File: src/rtl/core/esp_pkg.sv
package esp_pkg;

	localparam int WHEELS_DEF    = 4;
	localparam int SUM_WIDTH_DEF = 48;

	localparam int APB_ADDR_W = 5;
	localparam int APB_DATA_W = 32;
	localparam int MUL_W      = 32;

	localparam logic [31:0] SPEED_K = 32'd3932160000;
	localparam logic [63:0] SAT64   = 64'h7FFF_FFFF_FFFF_FFFF;

	localparam logic [31:0] RST_TARGET  = 32'd55706;
	localparam logic [15:0] RST_GAIN_P  = 16'd8960;
	localparam logic [15:0] RST_GAIN_I  = 16'd8960;
	localparam logic [15:0] RST_GAIN_D  = 16'd2560;
	localparam logic [15:0] RST_CPR     = 16'd1560;
	localparam logic [15:0] RST_PWM_MAX = 16'd999;

	typedef enum logic [2:0] {
		REG_TARGET,
		REG_GAIN_P,
		REG_GAIN_I,
		REG_GAIN_D,
		REG_CPR,
		REG_PWM_MAX
	} reg_idx_t;

	typedef struct packed {
		logic signed [31:0] target_speed;
		logic [15:0]        gain_p;
		logic [15:0]        gain_i;
		logic [15:0]        gain_d;
		logic [15:0]        counts_per_rev;
		logic [15:0]        pwm_max;
	} cfg_t;

	typedef enum logic [3:0] {
		ST_IDLE,
		ST_DELTA,
		ST_MUL_K,
		ST_MUL_DIV,
		ST_DIV_CHK,
		ST_DIV,
		ST_SPEED,
		ST_ERR,
		ST_PLO,
		ST_PHI,
		ST_PSUM,
		ST_ACC,
		ST_DRIVE
	} st_t;

	typedef enum logic [1:0] {
		TERM_P,
		TERM_I,
		TERM_D
	} term_t;

endpackage

File: src/rtl/core/esp_mul.sv
module esp_mul (
	input  logic                            clk,
	input  logic [esp_pkg::MUL_W-1:0]       a,
	input  logic [esp_pkg::MUL_W-1:0]       b,
	output logic [2*esp_pkg::MUL_W-1:0]     p_q
);
	import esp_pkg::*;

	always_ff @(posedge clk) begin
		p_q <= a * b;
	end

endmodule

File: src/rtl/core/esp_apb.sv
module esp_apb (
	input  logic                             clk,
	input  logic                             arst_n,
	input  logic                             psel,
	input  logic                             penable,
	input  logic                             pwrite,
	input  logic [esp_pkg::APB_ADDR_W-1:0]   paddr,
	input  logic [esp_pkg::APB_DATA_W-1:0]   pwdata,
	output logic [esp_pkg::APB_DATA_W-1:0]   prdata,
	output logic                             pready,
	output esp_pkg::cfg_t                    cfg
);
	import esp_pkg::*;

	cfg_t     cfg_q;
	reg_idx_t idx;
	logic     wr;

	assign idx    = reg_idx_t'(paddr[APB_ADDR_W-1:2]);
	assign wr     = psel && penable && pwrite;
	assign pready = 1'b1;
	assign cfg    = cfg_q;

	always_ff @(posedge clk or negedge arst_n) begin
		if (!arst_n) begin
			cfg_q.target_speed   <= RST_TARGET;
			cfg_q.gain_p         <= RST_GAIN_P;
			cfg_q.gain_i         <= RST_GAIN_I;
			cfg_q.gain_d         <= RST_GAIN_D;
			cfg_q.counts_per_rev <= RST_CPR;
			cfg_q.pwm_max        <= RST_PWM_MAX;
		end else if (wr) begin
			case (idx)
				REG_TARGET:  cfg_q.target_speed   <= pwdata[31:0];
				REG_GAIN_P:  cfg_q.gain_p         <= pwdata[15:0];
				REG_GAIN_I:  cfg_q.gain_i         <= pwdata[15:0];
				REG_GAIN_D:  cfg_q.gain_d         <= pwdata[15:0];
				REG_CPR:     cfg_q.counts_per_rev <= pwdata[15:0];
				REG_PWM_MAX: cfg_q.pwm_max        <= pwdata[15:0];
				default: ;
			endcase
		end
	end

	always_comb begin
		case (idx)
			REG_TARGET:  prdata = cfg_q.target_speed;
			REG_GAIN_P:  prdata = {16'd0, cfg_q.gain_p};
			REG_GAIN_I:  prdata = {16'd0, cfg_q.gain_i};
			REG_GAIN_D:  prdata = {16'd0, cfg_q.gain_d};
			REG_CPR:     prdata = {16'd0, cfg_q.counts_per_rev};
			REG_PWM_MAX: prdata = {16'd0, cfg_q.pwm_max};
			default:     prdata = '0;
		endcase
	end

endmodule

File: src/rtl/core/encoder_speed_pid_top.sv
// Per-wheel encoder speed measurement with a positional PID loop.
// Input stream (s_*): one sample per transfer; tdata carries count and elapsed_ms,
// tuser carries the wheel index and the reversed-wiring flag. Samples for a wheel
// index at or above WHEELS are dropped without a result.
// Output stream (m_*): one result per sample; tdata carries speed (Q16.16 rpm) and
// drive, tuser carries wheel_out, clamped and time_error.
// APB port: six registers at byte addresses 0,4,..,20 (target_speed, gain_p, gain_i,
// gain_d, counts_per_rev, pwm_max); write only while no sample is in flight.
// Steps: after the input transfer a sample passes delta, the speed and divisor products,
// the 32-step restoring divider, speed, error and the P, I and D terms, then drive; a
// saturating speed quotient skips the divider and a zero elapsed_ms skips the speed
// path. s_tready is high only in idle, entered as the result is loaded, so no new sample
// is taken while one is in flight; the shared 32x32 multiplier is passed eight times.
// The result sits in an output register; when the receiver stalls, a finished
// result waits there and the next sample is worked until its own result is ready.
// Reset clears per-wheel count, error and error sum, and loads register defaults.
module encoder_speed_pid_top #(
	parameter int WHEELS    = esp_pkg::WHEELS_DEF,
	parameter int SUM_WIDTH = esp_pkg::SUM_WIDTH_DEF
) (
	input  logic                             clk,
	input  logic                             arst_n,
	input  logic                             s_tvalid,
	output logic                             s_tready,
	input  logic [47:0]                      s_tdata,  // count[31:0], elapsed_ms[47:32]
	input  logic [2:0]                       s_tuser,  // wheel[1:0], reversed[2]
	output logic                             m_tvalid,
	input  logic                             m_tready,
	output logic [47:0]                      m_tdata,  // speed[31:0], drive[47:32]
	output logic [3:0]                       m_tuser,  // wheel_out[1:0], clamped[2], time_error[3]
	input  logic                             psel,
	input  logic                             penable,
	input  logic                             pwrite,
	input  logic [esp_pkg::APB_ADDR_W-1:0]   paddr,
	input  logic [esp_pkg::APB_DATA_W-1:0]   pwdata,
	output logic [esp_pkg::APB_DATA_W-1:0]   prdata,
	output logic                             pready
);
	import esp_pkg::*;

	localparam int IDX_W = (WHEELS > 1) ? $clog2(WHEELS) : 1;
	localparam logic signed [65:0] SUM_HI = (66'sd1 <<< (SUM_WIDTH - 1)) - 66'sd1;
	localparam logic signed [65:0] SUM_LO = (SUM_WIDTH >= 64) ? -SUM_HI : -SUM_HI - 66'sd1;
	localparam logic signed [64:0] ACC_HI = $signed({1'b0, SAT64});
	localparam logic signed [64:0] ACC_LO = -ACC_HI;

	cfg_t cfg;
	st_t  state_q, state_d;

	logic [31:0]                  lastc_q [WHEELS];
	logic signed [31:0]           laste_q [WHEELS];
	logic signed [SUM_WIDTH-1:0]  esum_q  [WHEELS];

	logic [1:0]               wheel_q;
	logic [31:0]              cnt_q;
	logic [15:0]              ms_q;
	logic                     rev_q;
	logic [IDX_W-1:0]         widx;

	logic [31:0]              mag_q;
	logic                     dneg_q;
	logic                     terr_q;
	logic [63:0]              dvd_q;
	logic [31:0]              div_q;
	logic [31:0]              rem_q;
	logic [4:0]               dcnt_q;
	logic                     ovf_q;
	logic signed [31:0]       speed_q;
	logic signed [31:0]       err_q;
	logic signed [32:0]       deriv_q;
	logic signed [SUM_WIDTH-1:0] sum_q;
	term_t                    term_q;
	logic                     pneg_q;
	logic [47:0]              pl_q;
	logic signed [63:0]       tv_q;
	logic signed [63:0]       acc_q;

	logic                     m_tvalid_q;
	logic [31:0]              o_speed_q;
	logic [15:0]              o_drive_q;
	logic [1:0]               o_wheel_q;
	logic                     o_clamped_q;
	logic                     o_terr_q;

	logic [31:0]              mul_a, mul_b;
	logic [63:0]              prod_q;

	logic                     wheel_ok;
	logic                     take_in;
	logic                     out_free;

	logic [31:0]              du;
	logic signed [32:0]       d33;
	logic                     dneg;
	logic [31:0]              dmag;
	logic [15:0]              cpr_eff;
	logic                     div_ovf;
	logic [32:0]              rstep;
	logic                     rge;
	logic [31:0]              rnext;
	logic [31:0]              quo;
	logic signed [31:0]       speed_sat;
	logic signed [32:0]       e33;
	logic signed [31:0]       err_sat;
	logic signed [65:0]       s66;
	logic signed [65:0]       s_clamp;
	logic signed [63:0]       op;
	logic [15:0]              gain;
	logic                     opneg;
	logic [63:0]              opmag;
	logic [80:0]              pfull;
	logic [63:0]              psat;
	logic signed [64:0]       a65;
	logic signed [63:0]       acc_sat;
	logic [39:0]              qd;
	logic [15:0]              drive_v;
	logic                     clamp_v;

	esp_apb u_apb (
		.clk     (clk),
		.arst_n  (arst_n),
		.psel    (psel),
		.penable (penable),
		.pwrite  (pwrite),
		.paddr   (paddr),
		.pwdata  (pwdata),
		.prdata  (prdata),
		.pready  (pready),
		.cfg     (cfg)
	);

	esp_mul u_mul (
		.clk (clk),
		.a   (mul_a),
		.b   (mul_b),
		.p_q (prod_q)
	);

	assign widx     = IDX_W'(wheel_q);
	assign wheel_ok = 32'(s_tuser[1:0]) < WHEELS;
	assign s_tready = (state_q == ST_IDLE);
	assign take_in  = s_tvalid && s_tready;
	assign out_free = !m_tvalid_q || m_tready;

	assign m_tvalid = m_tvalid_q;
	assign m_tdata  = {o_drive_q, o_speed_q};
	assign m_tuser  = {o_terr_q, o_clamped_q, o_wheel_q};

	// count delta with modular wrap
	always_comb begin
		du   = cnt_q - lastc_q[widx];
		d33  = rev_q ? -33'($signed(du)) : 33'($signed(du));
		dneg = d33[32];
		dmag = dneg ? 32'(-d33) : d33[31:0];
	end

	assign cpr_eff = (cfg.counts_per_rev == 16'd0) ? 16'd1 : cfg.counts_per_rev;
	assign div_ovf = dvd_q[63:32] >= prod_q[31:0];

	// restoring divider step
	always_comb begin
		rstep = {rem_q, dvd_q[31]};
		rge   = rstep >= {1'b0, div_q};
		rnext = rge ? 32'(rstep - {1'b0, div_q}) : rstep[31:0];
	end

	always_comb begin
		quo = dvd_q[31:0];
		if (!dneg_q) begin
			speed_sat = (ovf_q || quo[31]) ? 32'sh7FFF_FFFF : $signed(quo);
		end else begin
			speed_sat = (ovf_q || quo[31]) ? 32'sh8000_0000 : -$signed(quo);
		end
	end

	always_comb begin
		e33 = 33'(cfg.target_speed) - 33'(speed_q);
		if (e33[32] != e33[31]) begin
			err_sat = e33[32] ? 32'sh8000_0000 : 32'sh7FFF_FFFF;
		end else begin
			err_sat = e33[31:0];
		end
		s66 = 66'(esum_q[widx]) + 66'(err_sat);
		if (s66 > SUM_HI) begin
			s_clamp = SUM_HI;
		end else if (s66 < SUM_LO) begin
			s_clamp = SUM_LO;
		end else begin
			s_clamp = s66;
		end
	end

	// PID operand select
	always_comb begin
		case (term_q)
			TERM_P: begin
				op   = 64'(err_q);
				gain = cfg.gain_p;
			end
			TERM_I: begin
				op   = 64'(sum_q);
				gain = cfg.gain_i;
			end
			TERM_D: begin
				op   = 64'(deriv_q);
				gain = cfg.gain_d;
			end
			default: begin
				op   = '0;
				gain = '0;
			end
		endcase
		opneg = op[63];
		opmag = opneg ? 64'(-op) : 64'(op);
	end

	always_comb begin
		pfull = 81'(pl_q) + {prod_q[48:0], 32'd0};
		psat  = (pfull > 81'(SAT64)) ? SAT64 : pfull[63:0];
		a65   = 65'(acc_q) + 65'(tv_q);
		if (a65 > ACC_HI) begin
			acc_sat = SAT64;
		end else if (a65 < ACC_LO) begin
			acc_sat = -$signed(SAT64);
		end else begin
			acc_sat = a65[63:0];
		end
		qd = acc_q[63:24];
		if (acc_q[63]) begin
			drive_v = 16'd0;
			clamp_v = 1'b1;
		end else if (qd > 40'(cfg.pwm_max)) begin
			drive_v = cfg.pwm_max;
			clamp_v = 1'b1;
		end else begin
			drive_v = qd[15:0];
			clamp_v = 1'b0;
		end
	end

	always_comb begin
		case (state_q)
			ST_MUL_K: begin
				mul_a = mag_q;
				mul_b = SPEED_K;
			end
			ST_MUL_DIV: begin
				mul_a = 32'(cpr_eff);
				mul_b = 32'(ms_q);
			end
			ST_PLO: begin
				mul_a = opmag[31:0];
				mul_b = 32'(gain);
			end
			ST_PHI: begin
				mul_a = opmag[63:32];
				mul_b = 32'(gain);
			end
			default: begin
				mul_a = '0;
				mul_b = '0;
			end
		endcase
	end

	always_comb begin
		state_d = state_q;
		case (state_q)
			ST_IDLE:    if (take_in && wheel_ok) state_d = ST_DELTA;
			ST_DELTA:   state_d = (ms_q == 16'd0) ? ST_ERR : ST_MUL_K;
			ST_MUL_K:   state_d = ST_MUL_DIV;
			ST_MUL_DIV: state_d = ST_DIV_CHK;
			ST_DIV_CHK: state_d = div_ovf ? ST_SPEED : ST_DIV;
			ST_DIV:     if (dcnt_q == 5'd0) state_d = ST_SPEED;
			ST_SPEED:   state_d = ST_ERR;
			ST_ERR:     state_d = ST_PLO;
			ST_PLO:     state_d = ST_PHI;
			ST_PHI:     state_d = ST_PSUM;
			ST_PSUM:    state_d = ST_ACC;
			ST_ACC:     state_d = (term_q == TERM_D) ? ST_DRIVE : ST_PLO;
			ST_DRIVE:   if (out_free) state_d = ST_IDLE;
			default:    state_d = ST_IDLE;
		endcase
	end

	always_ff @(posedge clk or negedge arst_n) begin
		if (!arst_n) begin
			state_q <= ST_IDLE;
		end else begin
			state_q <= state_d;
		end
	end

	always_ff @(posedge clk or negedge arst_n) begin
		if (!arst_n) begin
			for (int k = 0; k < WHEELS; k++) begin
				lastc_q[k] <= '0;
				laste_q[k] <= '0;
				esum_q[k]  <= '0;
			end
			m_tvalid_q <= 1'b0;
			term_q     <= TERM_P;
			dcnt_q     <= '0;
		end else begin
			case (state_q)
				ST_DIV_CHK: dcnt_q <= 5'd31;
				ST_DIV:     dcnt_q <= dcnt_q - 5'd1;
				ST_ERR: begin
					lastc_q[widx] <= cnt_q;
					laste_q[widx] <= err_sat;
					esum_q[widx]  <= SUM_WIDTH'(s_clamp);
					term_q        <= TERM_P;
				end
				ST_ACC: if (term_q != TERM_D) term_q <= term_t'(term_q + 2'd1);
				default: ;
			endcase
			if (state_q == ST_DRIVE && out_free) begin
				m_tvalid_q <= 1'b1;
			end else if (m_tready) begin
				m_tvalid_q <= 1'b0;
			end
		end
	end

	always_ff @(posedge clk) begin
		case (state_q)
			ST_IDLE: begin
				if (take_in) begin
					wheel_q <= s_tuser[1:0];
					rev_q   <= s_tuser[2];
					cnt_q   <= s_tdata[31:0];
					ms_q    <= s_tdata[47:32];
				end
			end
			ST_DELTA: begin
				mag_q   <= dmag;
				dneg_q  <= dneg;
				terr_q  <= (ms_q == 16'd0);
				speed_q <= '0;
			end
			ST_MUL_DIV: dvd_q <= prod_q;
			ST_DIV_CHK: begin
				div_q <= prod_q[31:0];
				ovf_q <= div_ovf;
				rem_q <= dvd_q[63:32];
			end
			ST_DIV: begin
				rem_q <= rnext;
				dvd_q <= {dvd_q[62:0], rge};
			end
			ST_SPEED: speed_q <= speed_sat;
			ST_ERR: begin
				err_q   <= err_sat;
				deriv_q <= 33'(err_sat) - 33'(laste_q[widx]);
				sum_q   <= SUM_WIDTH'(s_clamp);
				acc_q   <= '0;
			end
			ST_PLO:  pneg_q <= opneg;
			ST_PHI:  pl_q   <= prod_q[47:0];
			ST_PSUM: tv_q   <= pneg_q ? -$signed(psat) : $signed(psat);
			ST_ACC:  acc_q  <= acc_sat;
			ST_DRIVE: begin
				if (out_free) begin
					o_speed_q   <= speed_q;
					o_drive_q   <= drive_v;
					o_wheel_q   <= wheel_q;
					o_clamped_q <= clamp_v;
					o_terr_q    <= terr_q;
				end
			end
			default: ;
		endcase
	end

	assert property (@(posedge clk) disable iff (!arst_n)
		m_tvalid && m_tuser[3] |-> m_tdata[31:0] == 32'd0)
		else $error("time error result with nonzero speed");

	assert property (@(posedge clk) disable iff (!arst_n)
		m_tvalid |-> m_tdata[47:32] <= cfg.pwm_max)
		else $error("drive above pwm_max");

	assert property (@(posedge clk) disable iff (!arst_n)
		state_q == ST_DIV |-> rem_q < div_q)
		else $error("divider remainder not below divisor");

	assert property (@(posedge clk) disable iff (!arst_n)
		$rose(m_tvalid) |-> $past(state_q) == ST_DRIVE)
		else $error("result raised outside drive step");

endmodule

File: config.mk
export PLATFORM = sky130hd
export DESIGN_NAME = encoder_speed_pid_top
export DESIGN_NICKNAME = d
export VERILOG_FILES = /design/src/rtl/core/esp_pkg.sv /design/src/rtl/core/esp_mul.sv /design/src/rtl/core/esp_apb.sv /design/src/rtl/core/encoder_speed_pid_top.sv
export SDC_FILE = /design/constraint.sdc
export NUM_CORES = 2
export LEC_CHECK = 0
export ABC_AREA = 0
export BUFFER_PORTS_ARGS = -buffer_cell sky130_fd_sc_hd__buf_2
export CAP_MARGIN = 0
export CORE_ASPECT_RATIO = 2
export CORE_MARGIN = 5
export CORE_UTILIZATION = 40
export CTS_BUF_LIST = sky130_fd_sc_hd__clkbuf_8
export CTS_CLUSTER_DIAMETER = 100
export DETAILED_ROUTE_END_ITERATION = 12
export SLEW_MARGIN = 5
export SYNTH_ARGS = -nofsm -noshare
export SYNTH_HDL_FRONTEND = slang
export SYNTH_SLANG_ARGS = --single-unit
File: constraint.sdc
create_clock -name clk -period 34.8 [get_ports clk]
set_clock_uncertainty 0.05 [all_clocks]
set_input_delay 3.48 -clock clk [delete_from_list [all_inputs] [get_ports clk]]
set_output_delay 3.48 -clock clk [all_outputs]
set_load 0.01 [all_outputs]
Yosys cells after proc, flatten, opt, wreduce, memory -nomap -nowiden
Index checks and enable logic that the tools add are counted.
{"block": "word_totals", "reg_bits": 1224, "output_inout_bits": 87, "elab_cells": 183}
{"block": "op_classes", "magnitude_cmp": 10, "n_mux": 55, "n_mul": 1, "reduce_logical": 30, "bitwise_logic": 1, "n_eq_ne": 25, "addsub": 14}
{"op": "$mux W32", "count": 12}
{"op": "$mux W64", "count": 5}
{"op": "$bwmux W128", "count": 2}
{"op": "$pmux W64 S2", "count": 2}
{"op": "$mux W48", "count": 5}
{"op": "$bwmux W192", "count": 1}
{"op": "$pmux W32 S6", "count": 1}
{"op": "$pmux W64 S3", "count": 1}
{"op": "$bmux W32 S2", "count": 2}
{"op": "$neg A64 Y64", "count": 2}
{"op": "$pmux W32 S2", "count": 2}
{"op": "$pmux W32 S4", "count": 1}
{"op": "$bmux W48 S2", "count": 1}
{"op": "$demux W48 S2", "count": 1}
{"op": "$pmux W32 S3", "count": 1}
{"op": "$add A48 B81 Y81", "count": 1}
{"op": "$gt A81 B63 Y1 const B", "count": 1}
{"op": "$sub A32 B32 Y33", "count": 2}
{"op": "$add A64 B64 Y65", "count": 1}
{"op": "$gt A65 B64 Y1 const B", "count": 1}
{"op": "$lt A65 B64 Y1 const B", "count": 1}
{"op": "$demux W32 S2", "count": 1}
{"op": "$mul A32 B32 Y64", "count": 1}
{"op": "$neg A32 Y32", "count": 2}
{"op": "other kinds (47)", "count": 86}

Depth between registers and ports, before layout
{"block": "depth", "ltp_word": 9, "depth_mapped": 49, "ltp_nobuf": 45}

Hierarchy
A second synthesis with hierarchy kept.
{"block": "hier_totals", "cells_unflattened": 10646, "area_unflattened_um2": 103802.1}
{"module": "encoder_speed_pid_top", "cells_per_inst": 6492, "instances": 1, "area_per_inst_um2": 63784.9}
{"module": "esp_mul", "cells_per_inst": 3779, "instances": 1, "area_per_inst_um2": 34752.1}
{"module": "esp_apb", "cells_per_inst": 375, "instances": 1, "area_per_inst_um2": 5265.0}

Worst setup path after synthesis
OpenSTA, ideal clock, no wires.
{"block": "synth_path", "kind": "reg-to-reg", "from": "reg term_q[0]", "to": "reg u_mul.p_q[62] (netlist name)", "t_arrival_ps": 11896, "n_path_buf": 5, "setup_slack_ps": 22727, "setup_ps": 127, "stages_incl_launch_ff": 46, "synth_period_minus_slack_ps": 12073, "cell_sequence": "dfrtp_1 > inv_1 > ha_1 > clkbuf_1 > clkbuf_1 > buf_1 > a222oi_1 > or2_2 > ha_1 > o21a_1 > nor3b_1 > and3_1 > buf_2 > nand2b_1 > o31ai_1 > xor2_1 > nor2_1 > a2111oi_0 > (+10 left out) > fa_1 > inv_1 > fa_1 > inv_1 > ha_1 > a21o_1 > a21o_1 > a21oi_1 > o211ai_1 > o21ai_0 > a31oi_1 > o41ai_1 > o21ai_0 > a21o_1 > o311ai_0 > nor2b_1 > o21ai_0 > xor2_1"}
{"block": "synth_between", "elab_chain_cells": 6, "word_cells_on_any_way": 10}
{"element": "from (decl)", "line_no": "encoder_speed_pid_top.sv:72", "rtl": "term_t term_q;"}
{"element": "from (signal assigned)", "line_no": "encoder_speed_pid_top.sv:314", "rtl": "ST_ACC: if (term_q != TERM_D) term_q <= term_t'(term_q + 2'd1);"}
{"element": "$eq A2 B2 Y1, or another cell as far along", "line_no": "encoder_speed_pid_top.sv:195", "rtl": "case (term_q)"}
{"element": "$pmux W64 S3", "line_no": "encoder_speed_pid_top.sv:195"}
{"element": "$neg A64 Y64", "line_no": "encoder_speed_pid_top.sv:214", "rtl": "opmag = opneg ? 64'(-op) : 64'(op);"}
{"element": "$mux W64", "line_no": "encoder_speed_pid_top.sv:214"}
{"element": "$pmux W32 S4", "line_no": "encoder_speed_pid_top.sv:242", "rtl": "case (state_q)"}
{"element": "$mul A32 B32 Y64 (*)", "line_no": "esp_mul.sv:10", "rtl": "p_q <= a * b;"}
{"element": "to (signal assigned)", "line_no": "esp_mul.sv:10"}
{"element": "to (decl)", "line_no": "esp_mul.sv:5", "rtl": "output logic [2*esp_pkg::MUL_W-1:0] p_q"}
Mark *: on every way between the ends. The rest lies on a longest branch, timed or not.
A chain may end at the register's enable or synchronous reset.

Final worst setup path
{"block": "layout_path", "from": "reg term_q[1]", "to": "reg u_mul.p_q[63] (netlist name)"}
The elaborated chain is that of the path after synthesis.

==> reports/metrics.csv <==
stage;metric;value;unit
place;DP Cell Count;12728;
pwr;peak supply drop;84.93;uV
drt;routed len/inst;25.25;um
sta;Setup Total Neg Slack;0;ps
worst_setup_path;Critical Path Max Stage Delay;1130;ps
die;row count;253;
worst_setup_path;Crit Path Max Fanout;50;
sta;RSZ-0062 raised after global routing;no;
die;core region area;0.2371;sq mm
place;PortBufs;178;
finish;nets;11289;
yosys;Post-synth ARST share;0.4673;
clock_tree;H-Tree Depth;4;
sta;final period utilization;0.4241;
yosys;ys flop type;edfxtp_1;
finish;Area Overhead vs Synth;9.313;%
status;status;finished clean;
yosys;top cells by area, synth;edfxtp_1 19%, dfrtp_1 14%, fa_1 13%;
yosys;post-synthesis cell type count;99;
sta;setup slack after layout;20040;ps
drt;DRC viols;0;
yosys;synth warn;0;
worst_setup_path;startpoint types;flop;
drt;DRT Pass-1 Iters;8;
sta;Least-Margin Pin Slew;1252;ps
yosys;Syn Inst Count;9742;
die;die area;0.2483;sq mm
pwr;power per cell area;104.7;mW/mm^2
sta;Final Hold Viols;0;
finish;most frequent cells in the layout;1167 x inv_1, 1142 x nand2_1, 833 x nor2_1;
worst_setup_path;required time worst endpoint;35570;ps
sta;Max Slew Vio Count;0;
place;dpl hpwl;260800;um
global_route;initial antenna violation count;29;
finish;most common cell after layout, fill and taps aside;inv_1;
worst_setup_path;Slowest-stage cell, CP;a222oi_1;
sta;f_max;67.75;MHz
drt;post-DR vias/cell;5.721;
place;Area after DPL;0.09991;sq mm
clock_tree;clock buffer count from CTS;195;
clock_tree;Sink Count;1224;
finish;Finished Layout Cells;13106;
worst_setup_path;WP data arrival;15530;ps
finish;post-route cell area;0.1040;sq mm
clock_tree;Post-CTS Resized;0;
yosys;Syn Area/Cell;9.766;sq um
sta;Tmin final;14760;ps
yosys;synthesized net count;11166;
flow_run;Max-cap violations;0;
yosys;mapped cell area;0.09514;sq mm
finish;share of layout cells above drive strength 1;0.1158;
min_path;Hold WC Path Type;flop to flop;
clock_tree;post-CTS setup buffer count;0;
yosys;synthesis-stage register bit count;1224;
sta;relative slew slack;0.1650;
drt;final antenna-violating net count;0;
drt;Iter 0 DRT Violations;5248;
worst_setup_path;nature of the critical path endpoint;flop;
drt;DR vias;74984;
yosys;post-synthesis sequential area ratio;0.3499;
finish;final core utilization;0.4386;
yosys;share of the synthesized area in the top cell type;0.1856;
clock_tree;Clock Tree Root;clkbuf_8;
die;IO Count;182;
worst_setup_path;kind of critical path;flop to flop;
sta;Setup-failing EPs final;0;
global_route;vias in the first global route;78353;
die;initial core utilization;0.4013;
clock_tree;CTS Hold Bufs;0;
pwr;Pleak;47.64;nW
global_route;GRT Overall Usage;0.2607;
finish;Fillers;22630;
place;Final Wtd Congestion;1.013;
die;height of the die;699.7;um
place;Setup WS pre-CTS;20400;ps
die;Die W;354.9;um
yosys;Post-synth EDFFs;588;
clock_tree;Clock Pin Slew Worst Setup and Hold Paths;70;ps
yosys;Synth area leader;edfxtp_1;
clock_tree;Clock Path Buffers;4;
global_route;grt ovf;0;
global_route;first-pass GRT wire length;487800;um
clock_tree;CTS tree;done;
global_route;largest net degree at the start of global routing;113;
drt;Post-Route WL;331000;um
clock_tree;Skew-Pair Late Insertion Delay;1010;ps
kinds of logic (layout without fill, tap and decap cells):
logic type / Yosys count / count (layout) / synth area share
DFF: 1224 / 1224 / 0.3499
buffers and inverters: 1536 / 1816 / 0.06079
and+or+nand+nor: 2885 / 2885 / 0.1366
AOI/OAI and AO/OA: 1967 / 1967 / 0.1328
adders and majority gates: 1329 / 1329 / 0.2231
muxes: 406 / 406 / 0.06052
other: 1 / 25 / 0.00003942
xor gates and xnor gates: 394 / 394 / 0.03627
Yosys cell counts, types with 85 or more instances:
cell type	n
nand2b_1	87
nand3_1	124
a21o_1	234
dfrtp_1	543
clkbuf_1	358
inv_1	1117
nand4_1	85
xor2_1	125
nand2_1	1144
edfxtp_1	588
mux4_2	112
nor2_1	839
fa_1	612
mux2_2	234
xnor2_1	269
ha_1	717
o21ai_0	567
nor3_1	144
a21oi_1	451
final timing paths:
kind,slack [ps],cells past startpoint,end,startpoint
setup reg to reg,20040,44,u_mul.p_q[63]$_DFF_P_,term_q[1]$_DFFE_PN0P_
hold reg to reg,400,2,dvd_q[53]$_DFFE_PP_,u_mul.p_q[53]$_DFF_P_
hold / removal,400,2,dvd_q[53]$_DFFE_PP_,u_mul.p_q[53]$_DFF_P_
max in group asynchronous,28680,4,lastc_q[108]$_DFFE_PN0P_,arst_n
setup / recovery,20040,44,u_mul.p_q[63]$_DFF_P_,term_q[1]$_DFFE_PN0P_
min in group asynchronous,2530,1,laste_q[53]$_DFFE_PN0P_,arst_n
area by class of cell:
class / instances / area [sq um] / share of cell area
diodes: 24 / 60.06 / 0.0005775
clock inverters: 135 / 1011 / 0.009721
well taps: 3060 / 3829 / 0.03682
clock buffers: 219 / 3014 / 0.02898
multi-input cells: 6982 / 56430 / 0.5426
inverters: 1120 / 4207 / 0.04045
flip-flops and latches: 1224 / 33290 / 0.3201
repair buffers: 342 / 2157 / 0.02074
power by group:
group / leakage, nW / internal [mW] / switching (mW)
combinational: 32.1 / 2.38 / 4.44
clock: 2.26 / 0.691 / 0.622
sequential: 13.3 / 2.32 / 0.432
worst max-delay path, delay by kind of cell (launching register included):
| family | cells | cell delay [ps] |
|---|---|---|
| fa+ha+maj | 10 | 4520 |
| flops | 1 | 380 |
| simple gates | 7 | 2040 |
| buf+inv | 9 | 1220 |
| compound gates | 16 | 5710 |
| xor+xnor | 2 | 570 |
state kept, by name, indices dropped and copies added (netlist names), 32 cells and up:
signal and cells:
rem_q 32, lastc_q 128, o_speed_q 32, tv_q 64
speed_q 32, u_apb.cfg 112, u_mul.p_q 64, cnt_q 32
esum_q 192, pl_q 48, sum_q 48, laste_q 128
mag_q 32, deriv_q 33, err_q 32, acc_q 64
dvd_q 64, div_q 32
per-layer routing:
| layer | global-route usage | up-vias | wire (um) | part of all wire |
|---|---|---|---|---|
| met1 | 0.2621 | 37251 | 110000 | 0.33 |
| met2 | 0.4789 | 2769 | 171100 | 0.52 |
| met5 | 0 | - | 80 | 0.00024 |
| li1 | - | 33933 | - | - |
| met4 | 0.2042 | 12 | 31830 | 0.096 |
| met3 | 0.03822 | 1019 | 17890 | 0.054 |
metrics by stage:
step                power (mW)  hold WS (ps)
floorplan                7.219         350.3
global placement         9.318         402.1
detailed placement       9.493         399.6
CTS                      10.85         409.1
global route             11.65         426.4
finish                   10.89         399.5
Power figures use the tool's default switching activity.
